===== config.mk =====
export PLATFORM = sky130hd
export DESIGN_NAME = odd_even_prime_filter_counter_unit
export DESIGN_NICKNAME = d
export VERILOG_FILES = /design/src/hw/rtl/ofpc_pkg.sv /design/src/hw/rtl/ofpc_rem_serial.sv /design/src/hw/rtl/ofpc_prime_seq.sv /design/src/hw/rtl/odd_even_prime_filter_counter_unit.sv
export SDC_FILE = /design/constraint.sdc
export NUM_CORES = 1
export LEC_CHECK = 0
export BUFFER_PORTS_ARGS = -buffer_cell sky130_fd_sc_hd__buf_2
export CAP_MARGIN = 20
export CORE_ASPECT_RATIO = 1.2
export CORE_MARGIN = 2
export CORE_UTILIZATION = 36
export CTS_CLUSTER_SIZE = 40
export DETAILED_ROUTE_END_ITERATION = 8
export PLACE_DENSITY_LB_ADDON = 0.08
export SLEW_MARGIN = 0
export SYNTH_ARGS = -nofsm -noshare
export SYNTH_HDL_FRONTEND = slang
export SYNTH_SLANG_ARGS = --single-unit

===== constraint.sdc =====
create_clock -name clk -period 3.5 [get_ports clk]
set_input_delay 0.7 -clock clk [delete_from_list [all_inputs] [get_ports clk]]
set_output_delay 0.7 -clock clk [all_outputs]
set_load 0.005 [all_outputs]

===== src/hw/rtl/ofpc_pkg.sv =====
// Shared types, constants and state encodings for the odd/even/prime filter counter.
package ofpc_pkg;

  // Width of the candidate value
  localparam int unsigned VALUE_BITS = 16;
  // Width of the match count
  localparam int unsigned COUNT_BITS = 16;
  // Bit counter width for the serial remainder unit (holds VALUE_BITS itself)
  localparam int unsigned STEP_BITS  = $clog2(VALUE_BITS + 1);

  localparam logic [COUNT_BITS-1:0] COUNT_MAX = {COUNT_BITS{1'b1}};

  // Search mode register codes
  typedef enum logic [1:0] {
    MODE_ODD   = 2'd0,
    MODE_EVEN  = 2'd1,
    MODE_PRIME = 2'd2,
    MODE_NONE  = 2'd3
  } mode_t;

  // Input request
  typedef struct packed {
    logic signed [VALUE_BITS-1:0] candidate;
    logic                         range_start;
  } item_t;

  // Result payload
  typedef struct packed {
    logic signed [VALUE_BITS-1:0] echoed_value;
    logic                         is_match;
    logic [COUNT_BITS-1:0]        match_total;
  } result_t;

  // Remainder unit request and response
  typedef struct packed {
    logic                  start;
    logic [VALUE_BITS-1:0] dividend;
    logic [VALUE_BITS-1:0] divisor;
  } rem_req_t;

  typedef struct packed {
    logic                  done;
    logic [VALUE_BITS-1:0] remainder;
  } rem_rsp_t;

  // Primality sequencer request and response
  typedef struct packed {
    logic                  start;
    logic [VALUE_BITS-1:0] value;
  } prime_req_t;

  typedef struct packed {
    logic done;
    logic is_prime;
  } prime_rsp_t;

  // Primality sequencer states
  typedef enum logic [1:0] {
    PS_IDLE,
    PS_CHECK,
    PS_WAIT
  } prime_state_t;

  // Top level control states
  typedef enum logic [1:0] {
    TS_IDLE,
    TS_TEST,
    TS_LOAD
  } top_state_t;

endpackage


===== src/hw/rtl/ofpc_rem_serial.sv =====
// Bit-serial restoring remainder unit: one dividend bit per cycle.
module ofpc_rem_serial (
  input  logic               clk,
  input  logic               rst,
  input  ofpc_pkg::rem_req_t req,
  output ofpc_pkg::rem_rsp_t rsp
);

  localparam int unsigned VB = ofpc_pkg::VALUE_BITS;
  localparam int unsigned SB = ofpc_pkg::STEP_BITS;

  logic          busy;
  logic          done;
  logic [SB-1:0] steps;
  logic [VB-1:0] dividend_sr;
  logic [VB-1:0] divisor;
  logic [VB-1:0] rem;

  // Shift in the next dividend bit and try the subtraction
  logic [VB:0] rem_shift;
  logic [VB:0] rem_diff;

  assign rem_shift = {rem, dividend_sr[VB-1]};
  assign rem_diff  = rem_shift - {1'b0, divisor};

  // Control: busy flag, step counter, done pulse
  always_ff @(posedge clk) begin
    if (rst) begin
      busy  <= 1'b0;
      done  <= 1'b0;
      steps <= '0;
    end else begin
      done <= 1'b0;
      if (req.start) begin
        busy  <= 1'b1;
        steps <= SB'(VB);
      end else if (busy) begin
        steps <= steps - SB'(1);
        if (steps == SB'(1)) begin
          busy <= 1'b0;
          done <= 1'b1;
        end
      end
    end
  end

  // Datapath: dividend shift register and partial remainder
  always_ff @(posedge clk) begin
    if (req.start) begin
      dividend_sr <= req.dividend;
      divisor     <= req.divisor;
      rem         <= '0;
    end else if (busy) begin
      dividend_sr <= {dividend_sr[VB-2:0], 1'b0};
      if (!rem_diff[VB]) begin
        rem <= rem_diff[VB-1:0];
      end else begin
        rem <= rem_shift[VB-1:0];
      end
    end
  end

  assign rsp.done      = done;
  assign rsp.remainder = rem;

endmodule


===== src/hw/rtl/ofpc_prime_seq.sv =====
// Trial division sequencer: walks divisors while d*d <= value, one remainder per trial.
module ofpc_prime_seq (
  input  logic                 clk,
  input  logic                 rst,
  input  ofpc_pkg::prime_req_t req,
  output ofpc_pkg::prime_rsp_t rsp
);

  localparam int unsigned VB = ofpc_pkg::VALUE_BITS;

  ofpc_pkg::prime_state_t state, state_next;

  logic [VB-1:0] value;
  logic [VB-1:0] divisor;
  logic [VB-1:0] square;
  logic          done;
  logic          is_prime;

  ofpc_pkg::rem_req_t rem_req;
  ofpc_pkg::rem_rsp_t rem_rsp;

  // Control decodes
  logic load;
  logic step;
  logic finish;
  logic finish_prime;

  ofpc_rem_serial u_rem (
    .clk (clk),
    .rst (rst),
    .req (rem_req),
    .rsp (rem_rsp)
  );

  assign rem_req.dividend = value;
  assign rem_req.divisor  = divisor;

  // State register
  always_ff @(posedge clk) begin
    if (rst) begin
      state <= ofpc_pkg::PS_IDLE;
    end else begin
      state <= state_next;
    end
  end

  // Next state and controls
  always_comb begin
    state_next    = state;
    load          = 1'b0;
    step          = 1'b0;
    finish        = 1'b0;
    finish_prime  = 1'b0;
    rem_req.start = 1'b0;
    unique case (state)
      ofpc_pkg::PS_IDLE: begin
        if (req.start) begin
          if (req.value < VB'(2)) begin
            finish = 1'b1;
          end else begin
            load       = 1'b1;
            state_next = ofpc_pkg::PS_CHECK;
          end
        end
      end
      ofpc_pkg::PS_CHECK: begin
        if (square > value) begin
          finish       = 1'b1;
          finish_prime = 1'b1;
          state_next   = ofpc_pkg::PS_IDLE;
        end else begin
          rem_req.start = 1'b1;
          state_next    = ofpc_pkg::PS_WAIT;
        end
      end
      ofpc_pkg::PS_WAIT: begin
        if (rem_rsp.done) begin
          if (rem_rsp.remainder == '0) begin
            finish     = 1'b1;
            state_next = ofpc_pkg::PS_IDLE;
          end else begin
            step       = 1'b1;
            state_next = ofpc_pkg::PS_CHECK;
          end
        end
      end
      default: state_next = ofpc_pkg::PS_IDLE;
    endcase
  end

  // Divisor and its square; (d+1)^2 = d^2 + 2d + 1
  always_ff @(posedge clk) begin
    if (load) begin
      value   <= req.value;
      divisor <= VB'(2);
      square  <= VB'(4);
    end else if (step) begin
      divisor <= divisor + VB'(1);
      square  <= square + {divisor[VB-2:0], 1'b1};
    end
  end

  // Completion pulse and verdict
  always_ff @(posedge clk) begin
    if (rst) begin
      done     <= 1'b0;
      is_prime <= 1'b0;
    end else begin
      done <= finish;
      if (finish) begin
        is_prime <= finish_prime;
      end
    end
  end

  assign rsp.done     = done;
  assign rsp.is_prime = is_prime;

endmodule


===== src/hw/rtl/odd_even_prime_filter_counter_unit.sv =====
// Top level: handshakes, mode register, match decision and saturating match count.
//
//  channel   direction  handshake            payload
//  item      in         item_valid/stall     ofpc_pkg::item_t
//  result    out        result_valid/stall   ofpc_pkg::result_t
//  cfg       in         cfg_valid/ready      search mode (2 bits)
//
// Odd, even, unused modes and negative values: held in TS_LOAD until the output
// register can take the result. Prime mode: each trial divisor is one run of the
// serial remainder unit; up to about sqrt(value) trials.
// One request at a time; a new request is taken once the previous result sits
// in the output register, even while that result is stalled.
// rst is synchronous; it clears the mode to odd and the match count to zero.
module odd_even_prime_filter_counter_unit (
  input  logic                clk,
  input  logic                rst,
  input  logic                item_valid,
  output logic                item_stall,
  input  ofpc_pkg::item_t     item,
  output logic                result_valid,
  input  logic                result_stall,
  output ofpc_pkg::result_t   result,
  input  logic                cfg_valid,
  output logic                cfg_ready,
  input  logic [1:0]          cfg_data
);

  localparam int unsigned VB = ofpc_pkg::VALUE_BITS;
  localparam int unsigned CB = ofpc_pkg::COUNT_BITS;

  ofpc_pkg::top_state_t state, state_next;
  ofpc_pkg::mode_t      mode;

  logic [CB-1:0]        match_count;
  logic signed [VB-1:0] hold_value;
  logic                 hold_range;
  logic                 hold_match;

  ofpc_pkg::prime_req_t prime_req;
  ofpc_pkg::prime_rsp_t prime_rsp;

  logic accept;
  logic load_out;
  logic quick_match;
  logic negative;

  logic [CB-1:0] count_base;
  logic [CB-1:0] count_new;

  ofpc_prime_seq u_prime (
    .clk (clk),
    .rst (rst),
    .req (prime_req),
    .rsp (prime_rsp)
  );

  assign cfg_ready  = 1'b1;
  assign item_stall = (state != ofpc_pkg::TS_IDLE);
  assign accept     = item_valid && !item_stall;
  assign negative   = item.candidate[VB-1];

  // Mode register
  always_ff @(posedge clk) begin
    if (rst) begin
      mode <= ofpc_pkg::MODE_ODD;
    end else if (cfg_valid && cfg_ready) begin
      mode <= ofpc_pkg::mode_t'(cfg_data);
    end
  end

  // Direct decision for odd and even modes
  always_comb begin
    unique case (mode)
      ofpc_pkg::MODE_ODD:  quick_match = !negative && item.candidate[0];
      ofpc_pkg::MODE_EVEN: quick_match = !negative && !item.candidate[0];
      default:             quick_match = 1'b0;
    endcase
  end

  assign prime_req.start = accept && (mode == ofpc_pkg::MODE_PRIME) && !negative;
  assign prime_req.value = item.candidate;

  // State register
  always_ff @(posedge clk) begin
    if (rst) begin
      state <= ofpc_pkg::TS_IDLE;
    end else begin
      state <= state_next;
    end
  end

  // Next state and output load
  always_comb begin
    state_next = state;
    load_out   = 1'b0;
    unique case (state)
      ofpc_pkg::TS_IDLE: begin
        if (prime_req.start) begin
          state_next = ofpc_pkg::TS_TEST;
        end else if (accept) begin
          state_next = ofpc_pkg::TS_LOAD;
        end
      end
      ofpc_pkg::TS_TEST: begin
        if (prime_rsp.done) begin
          state_next = ofpc_pkg::TS_LOAD;
        end
      end
      ofpc_pkg::TS_LOAD: begin
        if (!result_valid || !result_stall) begin
          load_out   = 1'b1;
          state_next = ofpc_pkg::TS_IDLE;
        end
      end
      default: state_next = ofpc_pkg::TS_IDLE;
    endcase
  end

  // Held request and match verdict
  always_ff @(posedge clk) begin
    if (accept) begin
      hold_value <= item.candidate;
      hold_range <= item.range_start;
      hold_match <= quick_match;
    end else if (state == ofpc_pkg::TS_TEST && prime_rsp.done) begin
      hold_match <= prime_rsp.is_prime;
    end
  end

  // Saturating count, cleared first by range start
  assign count_base = hold_range ? '0 : match_count;
  assign count_new  = (hold_match && count_base != ofpc_pkg::COUNT_MAX) ?
                      count_base + CB'(1) : count_base;

  always_ff @(posedge clk) begin
    if (rst) begin
      match_count <= '0;
    end else if (load_out) begin
      match_count <= count_new;
    end
  end

  // Output register
  always_ff @(posedge clk) begin
    if (rst) begin
      result_valid <= 1'b0;
    end else if (load_out) begin
      result_valid <= 1'b1;
    end else if (!result_stall) begin
      result_valid <= 1'b0;
    end
  end

  always_ff @(posedge clk) begin
    if (load_out) begin
      result.echoed_value <= hold_value;
      result.is_match     <= hold_match;
      result.match_total  <= count_new;
    end
  end

endmodule

==> results of run 1 <==
path summary, 6_finish.rpt:
path                                            from                                end  slack [ps]  cells after the start
max          u_prime.u_rem.dividend_sr[15]$_DFFE_PP_  u_prime.u_rem.rem[1]$_SDFFE_PP0P_         610                     10
min                          hold_value[0]$_DFFE_PP_               result[17]$_DFFE_PP_         420                      0
max reg2reg  u_prime.u_rem.dividend_sr[15]$_DFFE_PP_  u_prime.u_rem.rem[1]$_SDFFE_PP0P_         610                     10
min reg2reg                  hold_value[0]$_DFFE_PP_               result[17]$_DFFE_PP_         420                      0
flip-flops by register name, indices dropped and copies added (netlist names):
signal / count
state: 2
u_prime.u_rem.dividend_sr: 16
u_prime.divisor: 16
u_prime.u_rem.rem: 16
u_prime.value: 16
u_prime.u_rem.busy: 1
hold_match: 1
u_prime.is_prime: 1
u_prime.square: 16
u_prime.state: 2
mode: 2
hold_value: 16
match_count: 16
u_prime.u_rem.steps: 5
hold_range: 1
u_prime.done: 1
u_prime.u_rem.divisor: 16
result: 33
u_prime.u_rem.done: 1
result_valid: 1
cell families (layout without fill, tap and decap cells):
kind of cell               Yosys count  count (layout)  synth area share (%)
muxes                               32              32                 3.708
xor gates and xnor gates            45              45                 4.294
adders and majority gates           52              52                 7.252
DFF                                179             179                 49.84
other                                1               1               0.04085
buffers and inverters               81             151                 3.803
and+or+nand+nor                    314             314                 17.93
AOI/OAI and AO/OA                  186             186                 13.14
power by group through the flow:
| stage | logic (µW) | clock network (µW) | registers (µW) |
|---|---|---|---|
| final | 1810 | 1930 | 2720 |
| after global routing | 2060 | 2070 | 2760 |
| after CTS | 1820 | 2000 | 2730 |
| after detailed placement | 1810 | 0 | 2770 |
| after global placement | 1810 | 0 | 2780 |
| after floorplan | 1490 | 0 | 2670 |
stage by stage:
stage	util (%)	total power [µW]	hold slack, ps	cell area (µm²)
after global placement	38.79	4589	400.5	9816
after detailed placement	38.79	4585	404.5	9816
final	41.18	6464	420.6	10420
after floorplan	-	4161	400.3	9179
after global routing	41.18	6888	419.7	10420
after CTS	41.18	6548	413.8	10420
cell type report:
cell class	count	area (µm²)
Clock buffer	17	425.4
Inverter	49	185.2
Tap cell	330	412.9
Clock inverter	15	180.2
Fill cell	2535	14880
Timing Repair Buffer	70	380.4
Sequential cell	179	4574
Multi-Input combinational cell	630	4263
worst max-delay path, cell delays in order (launching register included):
cell	delay, ps
edfxtp_1	350
inv_1	50
ha_1	210
fa_1	400
nand2b_1	190
a21oi_2	190
o211ai_2	150
o21ai_1	240
nand4_4	390
or3b_1	480
a31oi_1	160
metal layers:
| layer | routed length [µm] | part of all wire [%] | track usage, % | vias to the layer above |
|---|---|---|---|---|
| li1 | - | - | - | 3363 |
| met4 | 261 | 1.3 | 4.874 | 0 |
| met5 | 0 | 0 | 0 | - |
| met1 | 9491 | 47 | 19.75 | 3047 |
| met3 | 334 | 1.7 | 2.443 | 16 |
| met2 | 9991 | 50 | 27.77 | 57 |
cells in the final DEF, fill, tap and decap left out, types with 12 or more instances in the layout:
cell	n
edfxtp_1	99
nor2_1	87
dfxtp_1	80
nand2_1	63
buf_2	58
a21oi_1	56
ha_1	50
inv_1	48
o21ai_0	35
nand3_1	26
xor2_1	24
a211oi_1	21
xnor2_1	21
nor3_1	20
nor2b_1	18
clkbuf_16	17
nand2b_1	16
mux2_2	16
mux2i_1	16
or3_1	15
nand4_1	13
a31oi_1	12
buf_4	12
==> summary.txt, run 1 <==
Power
  – Logic gate share of total power: 28.0%
  – Switching Fraction: 34.96%
  – Leakage: 0.004009 µW
  – Flop pwr share: 42.1%
  – Sw Pwr: 2260 µW
  – VDD IR max: 0.0003033 V
  – Pint: 4204 µW
  – PD cells: 620.3 nW/µm²
  – Clock Power Share: 29.9%

Synth
  – Top_reg_cell synth: edfxtp_1
  – Cell Area, Synth: 9179 µm²
  – Area share of the largest cell type after synthesis: 32.39%
  – Number of flops mapped to enable cells by yosys: 99
  – Register area share after synthesis: 49.84%
  – Netlist cell types: 79
  – Mapped Avg Cell Area: 10.31 µm²
  – Post-synth ARST share: 0%
  – Seq cells post-synth: 179
  – Most common cell in the netlist: edfxtp_1
  – Top cells by instance count after synthesis: edfxtp_1, nor2_1, dfxtp_1, nand2_1, a21oi_1
  – Cells after Synth: 890
  – YS warnings: 0
  – Top cells by area, synth: edfxtp_1, dfxtp_1, ha_1
  – Post-Syn Nets: 966
  – Post-synth top area cell: edfxtp_1

Setup path
  – CP required: 3860 ps
  – Worst setup SP type: register
  – Worst-path maximum fanout: 19
  – Critical Path AT: 3250 ps
  – Crit. End Element: register
  – Crit Path Class: register to register

Placed design
  – Post-DP HPWL: 14260 µm
  – Pre-CTS setup slack: 600.6 ps
  – IO Port Bufs: 58
  – GPL Wtd Cong: 0.7824
  – Placed cell count: 1258

Timing
  – Number of hold violations in the final report: 0
  – Final setup TNS: 0 ps
  – Slew HR: 53.16%
  – Setup Skew: 8.898 ps
  – Worst Slack Setup Final: 608.9 ps
  – Tmin final: 2891 ps
  – Worst-margin pin slew: 696.1 ps
  – RSZ-0062 raised after global routing: no
  – Final Max Slew Viols: 0
  – Final worst-path cycle share: 82.60%
  – Final setup viols: 0
  – Fmax: 345.9 MHz

Final layout
  – Layout cell share with drive strength beyond 1: 15.10%
  – Layout Cells excl Fill: 1290
  – Syn-to-layout area delta: 13.54%
  – Antenna diode count: 0
  – NumNets Final: 1023

CTS
  – Clock Pin Slew Worst Setup and Hold Paths: 70 ps
  – Hold Buf Count CTS: 0
  – TritonCTS clock tree: built
  – CTS Buf Count: 17
  – Postcts setup bufs: 0
  – Total clock sinks: 179
  – Post_cts resized: 0
  – Clock Path Buffers: 2
  – Worst skew pair latency: 430 ps
  – CTS root buf: clkbuf_16
  – H-Tree Depth: 4

GRT
  – Total GRT Usage: 15.73%
  – First-pass GRT wire length: 33200 µm
  – Largest net degree at the start of global routing: 42
  – Vias in the first global route: 6369
  – Total gr overflow: 0
  – Antenna violations before repair: 0

Run
  – Total of max-cap violations: 0

Die
  – Die height: 178.9 µm
  – Die Footprint: 26800 µm²
  – Initial Util: 36.27%
  – Core area: 25300 µm²
  – # IOs: 60
  – Number of rows in the core area: 64
  – Die extent in x: 149.8 µm

Run status
  – Status: finished, final reports clean

Route
  – Post-DR wirelength/cell: 15.57 µm
  – Post-route ant nets: 0
  – First-pass detailed-route iteration total: 4
  – Via-to-Cell Ratio: 5.026
  – Initial DRC count: 358
  – Via Count: 6483
  – DRC: 0
  – Routed WL: 20080 µm

Min path
  – Worst hold path class: register to register
Power figures use the tool's default switching activity.
==> run 2, diff against run 1 <==
Settings changed: ABC_AREA from default to 1.
Clock period 3.5 ns to 2.7 ns, I/O delays scaled along.
==> summary.txt, run 2 <==
Run status
  – Status: finished, final reports clean

Setup path
  – Slowest cell on the critical path: fa_1
  – Critical Path AT: 2750 ps (-500 ps)
  – Worst-path maximum fanout: 10 (-9)
  – CP required: 3030 ps (-830 ps)
  – Number of cells on the critical path: 14 (+4)
  – R2R cell count: 14 (+4)
  – Critical path's largest stage delay: 420 ps (-60 ps)
  – Cell family with most CP delay: simple AND/OR/NAND/NOR gates
  – Worst path bufs/invs: 1 (unchanged)
  – Worst setup SP type: register
  – Crit. End Element: register
  – Cell mode on critical path: nand2_1
  – Worst-path cell chain: ha_1 -> fa_1 -> inv_1 -> nand3_1 -> nand2_2 -> nand2_1 -> nand2_1 -> nand2_1 -> nand2_1 -> nand2_2 -> nand2_1 -> nand3_1 -> nand3_1 -> nand2_1
  – Crit Path Class: register to register

Timing
  – Slew HR: 52.53% (-0.63 points)
  – RSZ-0062 raised after global routing: no
  – Final Max Slew Viols: 0 (unchanged)
  – Number of hold violations in the final report: 0 (unchanged)
  – Tmin final: 2415 ps (-476.5 ps)
  – Fmax: 414.1 MHz (+20%)
  – Setup Skew: 11.51 ps (+2.607 ps)
  – Final setup viols: 0 (unchanged)
  – Worst-margin pin slew: 711.3 ps (+15.13 ps)
  – Final setup TNS: 0 ps (unchanged)
  – Final worst-path cycle share: 89.43% (+6.8 points)

Final layout
  – Design area: 11200 µm² (+7.4%)
  – Number of flip-flops in the largest register: 33 (unchanged)
  – Fin util: 41.47% (+0.28 points)
  – Syn-to-layout area delta: 13.80%
  – NumNets Final: 1383 (+35%)
  – Most frequent cells in the layout: nand2_1, inv_1, nand3_1, nor2_1, edfxtp_1
  – Most flops, register: result
  – Layout Cells excl Fill: 1660 (+29%)
  – Antenna diode count: 0 (unchanged)
  – Layout cell share with drive strength beyond 1: 11.74% (-3.4 points)
  – Commonest non-fill, non-tap cell in the layout: nand2_1

Route
  – Initial DRC count: 434 (+21%)
  – Via-to-Cell Ratio: 4.772 (-5.0%)
  – Post-DR wirelength/cell: 14.29 µm (-8.2%)
  – First-pass detailed-route iteration total: 4 (unchanged)
  – Routed WL: 23720 µm (+18%)
  – DRC: 0 (unchanged)
  – Via Count: 7922 (+22%)
  – Post-route ant nets: 0 (unchanged)

CTS
  – Total clock sinks: 179 (unchanged)
  – Hold Buf Count CTS: 0 (unchanged)
  – CTS root buf: clkbuf_16
  – CTS Buf Count: 17 (unchanged)
  – Postcts setup bufs: 0 (unchanged)
  – Worst skew pair latency: 440 ps (about the same)
  – Post_cts resized: 0 (unchanged)
  – Clock Pin Slew Worst Setup and Hold Paths: 80 ps (about the same)
  – H-Tree Depth: 4 (unchanged)
  – Clock Path Buffers: 2 (unchanged)
  – TritonCTS clock tree: built

Placed design
  – Placed cell count: 1628 (+29%)
  – IO Port Bufs: 58 (unchanged)
  – GPL Wtd Cong: 0.8569 (+9.5%)
  – Post-DP HPWL: 17810 µm (+25%)
  – Cell Area, Placed: 10580 µm² (+7.8%)

Die
  – Number of rows in the core area: 66 (+3.1%)
  – Die height: 185.1 µm (+3.5%)
  – Initial Util: 36.44% (+0.16 points)
  – Die extent in x: 154.9 µm (+3.4%)
  – Core area: 27000 µm² (+6.7%)
  – Die Footprint: 28680 µm² (+7.0%)
  – # IOs: 60 (unchanged)

Synth
  – Post-synth top area cell: edfxtp_1
  – Top_reg_cell synth: edfxtp_1
  – Post-synth ARST share: 0% (unchanged)
  – Cells after Synth: 1234 (+39%)
  – Post-Syn Nets: 1310 (+36%)
  – Netlist cell types: 47 (-41%)
  – Mapped Avg Cell Area: 7.974 µm² (-23%)
  – Area share of the largest cell type after synthesis: 30.21% (-2.2 points)
  – Seq cells post-synth: 179 (unchanged)
  – YS warnings: 0 (unchanged)
  – Register area share after synthesis: 46.49% (-3.3 points)
  – Number of flops mapped to enable cells by yosys: 99 (unchanged)
  – Top cells by area, synth: edfxtp_1, dfxtp_1, nand2_1
  – Cell Area, Synth: 9839 µm² (+7.2%)
  – Most common cell in the netlist: nand2_1
  – Top cells by instance count after synthesis: nand2_1, inv_1, nand3_1, nor2_1, edfxtp_1

GRT
  – First-pass GRT wire length: 38970 µm (+17%)
  – Total gr overflow: 0 (unchanged)
  – Largest net degree at the start of global routing: 31 (-26%)
  – Antenna violations before repair: 0 (unchanged)
  – Met2 usage: 31.95% (+4.2 points)
  – Total GRT Usage: 17.32% (+1.6 points)
  – GR Layer Usage met1: 20.29% (+0.54 points)
  – Vias in the first global route: 7727 (+21%)
  – GR Layer Usage met3: 2.901% (+0.46 points)
  – Global route hottest layer: met2

Run
  – Total of max-cap violations: 0 (unchanged)

Power
  – PD cells: 655.7 nW/µm² (+5.7%)
  – Leakage: 0.005226 µW (+30%)
  – VDD IR max: 0.0003192 V (+5.2%)

Min path
  – Hold Crit Depth: 1 (+1)
  – Worst hold path class: input port to register
==> run 2: per-stage QoR <==
| step | setup WS, ps | hold slack (ps) | total power (µW) |
|---|---|---|---|
| after floorplan | 380.0 | 400.3 | 4378 |
| after global placement | 364.1 | 401.3 | 4843 |
| after detailed placement | 294.5 | 404.5 | 4843 |
| after CTS | 262.5 | 268.6 | 7443 |
| after global routing | 48.41 | 268.4 | 7777 |
| final | 285.4 | 289.1 | 7342 |
==> run 2: path summary, 6_finish.rpt <==
kind | startpoint | endpoint | slack, ps
setup / recovery | u_prime.u_rem.divisor[0]$_DFFE_PP_ | u_prime.u_rem.rem[11]$_SDFFE_PP0P_ | 290
hold / removal | item[0] | hold_range$_DFFE_PP_ | 290
setup reg to reg | u_prime.u_rem.divisor[0]$_DFFE_PP_ | u_prime.u_rem.rem[11]$_SDFFE_PP0P_ | 290
hold reg to reg | hold_value[1]$_DFFE_PP_ | result[18]$_DFFE_PP_ | 420
==> run 2: area by class of cell <==
class | instances | area [µm²]
inverters | 184 | 698.2
multi-input cells | 844 | 4420
clock inverters | 15 | 190.2
well taps | 340 | 425.4
flip-flops and latches | 179 | 4574
fillers | 2784 | 15810
repair buffers | 81 | 462.9
clock buffers | 17 | 425.4
==> run 2: kinds of logic after synthesis <==
family | after synthesis | share of synthesized area [%]
xor+xnor | 24 | 2.136
buf+inv | 211 | 8.609
simple gates | 614 | 27.43
fa+ha+maj | 52 | 6.765
other cells | 1 | 0.03811
compound gates | 153 | 8.533
flops | 179 | 46.49
==> run 2: where the power goes <==
group          leakage, µW  total, µW  switching (µW)  internal [µW]
registers          0.00159       3350             171           3180
clock network     0.000296       2570            1290           1280
logic              0.00334       1420             912            508
==> run 2: per-layer routing <==
layer	part of all wire, %	up-vias
met5	0	-
met4	1.8	0
met3	2.0	23
met2	52	100
met1	45	3590
li1	-	4209
==> run 3, diff against run 2 <==
Settings changed: RECOVER_POWER from default to 50.
==> summary.txt, run 3 (synthesis gave the netlist of run 2 again) <==
CTS
  – CTS Buf Count: 17 (unchanged)
  – H-Tree Depth: 4 (unchanged)
  – TritonCTS clock tree: built
  – Clock Path Buffers: 2 (unchanged)
  – CTS root buf: clkbuf_16
  – Worst skew pair latency: 440 ps (about the same)
  – Total clock sinks: 179 (unchanged)
  – Hold Buf Count CTS: 0 (unchanged)
  – Post_cts resized: 0 (unchanged)
  – Postcts setup bufs: 0 (unchanged)
  – Clock Pin Slew Worst Setup and Hold Paths: 80 ps (about the same)

Final layout
  – Antenna diode count: 0 (unchanged)
  – Number of flip-flops in the largest register: 33 (unchanged)
  – NumNets Final: 1383 (unchanged)
  – Commonest non-fill, non-tap cell in the layout: nand2_1
  – Design area: 11140 µm² (-0.49%)
  – Syn-to-layout area delta: 13.24%
  – Most frequent cells in the layout: nand2_1, inv_1, nand3_1, nor2_1, edfxtp_1
  – Layout cell share with drive strength beyond 1: 9.318% (-2.4 points)
  – Most flops, register: result

Die
  – Die height: 185.1 µm (unchanged)
  – # IOs: 60 (unchanged)
  – Die Footprint: 28680 µm² (unchanged)
  – Core area: 27000 µm² (unchanged)
  – Number of rows in the core area: 66 (unchanged)
  – Initial Util: 36.44% (unchanged)
  – Die extent in x: 154.9 µm (unchanged)

Timing
  – Setup Skew: 11.68 ps (+0.1742 ps)
  – Worst hold margin: 290.1 ps (+0.9530 ps)
  – Tmin final: 2415 ps (+0.4240 ps)
  – Number of hold violations in the final report: 0 (unchanged)
  – RSZ-0062 raised after global routing: no
  – Final setup TNS: 0 ps (unchanged)
  – Worst Slack Setup Final: 285.0 ps (-0.4240 ps)
  – Fmax: 414.1 MHz (about the same)
  – Slew HR: 25.03% (-28 points)
  – Final setup viols: 0 (unchanged)
  – Worst-margin pin slew: 1125 ps (+413.3 ps)
  – Final worst-path cycle share: 89.44% (about the same)
  – Final Max Slew Viols: 0 (unchanged)

Route
  – Initial DRC count: 392 (-9.7%)
  – DRC: 0 (unchanged)
  – Post-route ant nets: 0 (unchanged)
  – Post-DR wirelength/cell: 14.31 µm (+0.16%)
  – Via-to-Cell Ratio: 4.776 (about the same)
  – First-pass detailed-route iteration total: 4 (unchanged)
  – Via Count: 7928 (+0.076%)
  – Routed WL: 23760 µm (+0.16%)

Setup path
  – Crit. End Element: register
  – Worst-path maximum fanout: 10 (unchanged)
  – Worst setup SP type: register
  – Crit Path Class: register to register
  – Critical Path AT: 2750 ps (about the same)
  – CP required: 3030 ps (about the same)

Placed design
  – IO Port Bufs: 58 (unchanged)
  – Pre-CTS setup slack: 294.5 ps (unchanged)
  – Post-DP HPWL: 17810 µm (unchanged)
  – GPL Wtd Cong: 0.8569 (unchanged)
  – Cell Area, Placed: 10580 µm² (unchanged)

GRT
  – Antenna violations before repair: 0 (unchanged)
  – Vias in the first global route: 7727 (unchanged)
  – First-pass GRT wire length: 38970 µm (unchanged)
  – Total GRT Usage: 17.32% (unchanged)
  – Largest net degree at the start of global routing: 31 (unchanged)
  – Total gr overflow: 0 (unchanged)

Run
  – Total of max-cap violations: 0 (unchanged)

Power
  – Leakage: 0.005129 µW (-1.8%)
  – VDD IR max: 0.0003192 V (about the same)
  – PD cells: 657.4 nW/µm² (+0.26%)

Min path
  – Worst hold path class: input port to register

Run status
  – Status: finished, final reports clean
## run 3: layout make-up
cell class,instances,area (µm²)
Clock buffer,17,425.4
Clock inverter,15,190.2
Multi-Input combinational cell,844,4420
Fill cell,2804,15860
Inverter,184,698.2
Timing Repair Buffer,81,407.9
Tap cell,340,425.4
Sequential cell,179,4574
## run 3: per-stage QoR
step                      instances  total power, µW  utilization, %
after floorplan                1234             4378               -
after global placement         1628             4843           39.19
after detailed placement       1628             4843           39.19
after CTS                      1660             7443           41.47
after global routing           1660             7760           41.26
final                          1660             7324           41.26
## run 3: path summary, 6_finish.rpt
path	depth (start not counted)	endpoint	startpoint	slack [ps]
setup / recovery	14	u_prime.u_rem.rem[11]$_SDFFE_PP0P_	u_prime.u_rem.divisor[0]$_DFFE_PP_	280
hold / removal	1	hold_range$_DFFE_PP_	item[0]	290
setup reg to reg	14	u_prime.u_rem.rem[11]$_SDFFE_PP0P_	u_prime.u_rem.divisor[0]$_DFFE_PP_	280
hold reg to reg	0	result[18]$_DFFE_PP_	hold_value[1]$_DFFE_PP_	420
## run 3: critical path, stage by stage, from the launching register on
cell	delay [ps]
edfxtp_1	380
ha_1	230
fa_1	420
inv_1	90
nand3_1	80
nand2_2	110
nand2_1	70
nand2_1	80
nand2_1	90
nand2_1	100
nand2_2	130
nand2_1	260
nand3_1	120
nand3_1	100
nand2_1	50
## run 3: power breakdown
group	switching, µW	leakage [µW]	internal (µW)	total [µW]
sequential	171	0.00159	3180	3350
clock	1290	0.000296	1280	2570
combinational	913	0.00325	488	1400
## run 3: layer usage
layer  global-route usage [%]  vias to the layer above  wire length, µm
met2                    31.95                      102            12260
met4                    5.889                        0              442
li1                         -                     4208                -
met5                        0                        -                0
met1                    20.29                     3593            10580
met3                    2.901                       25              473
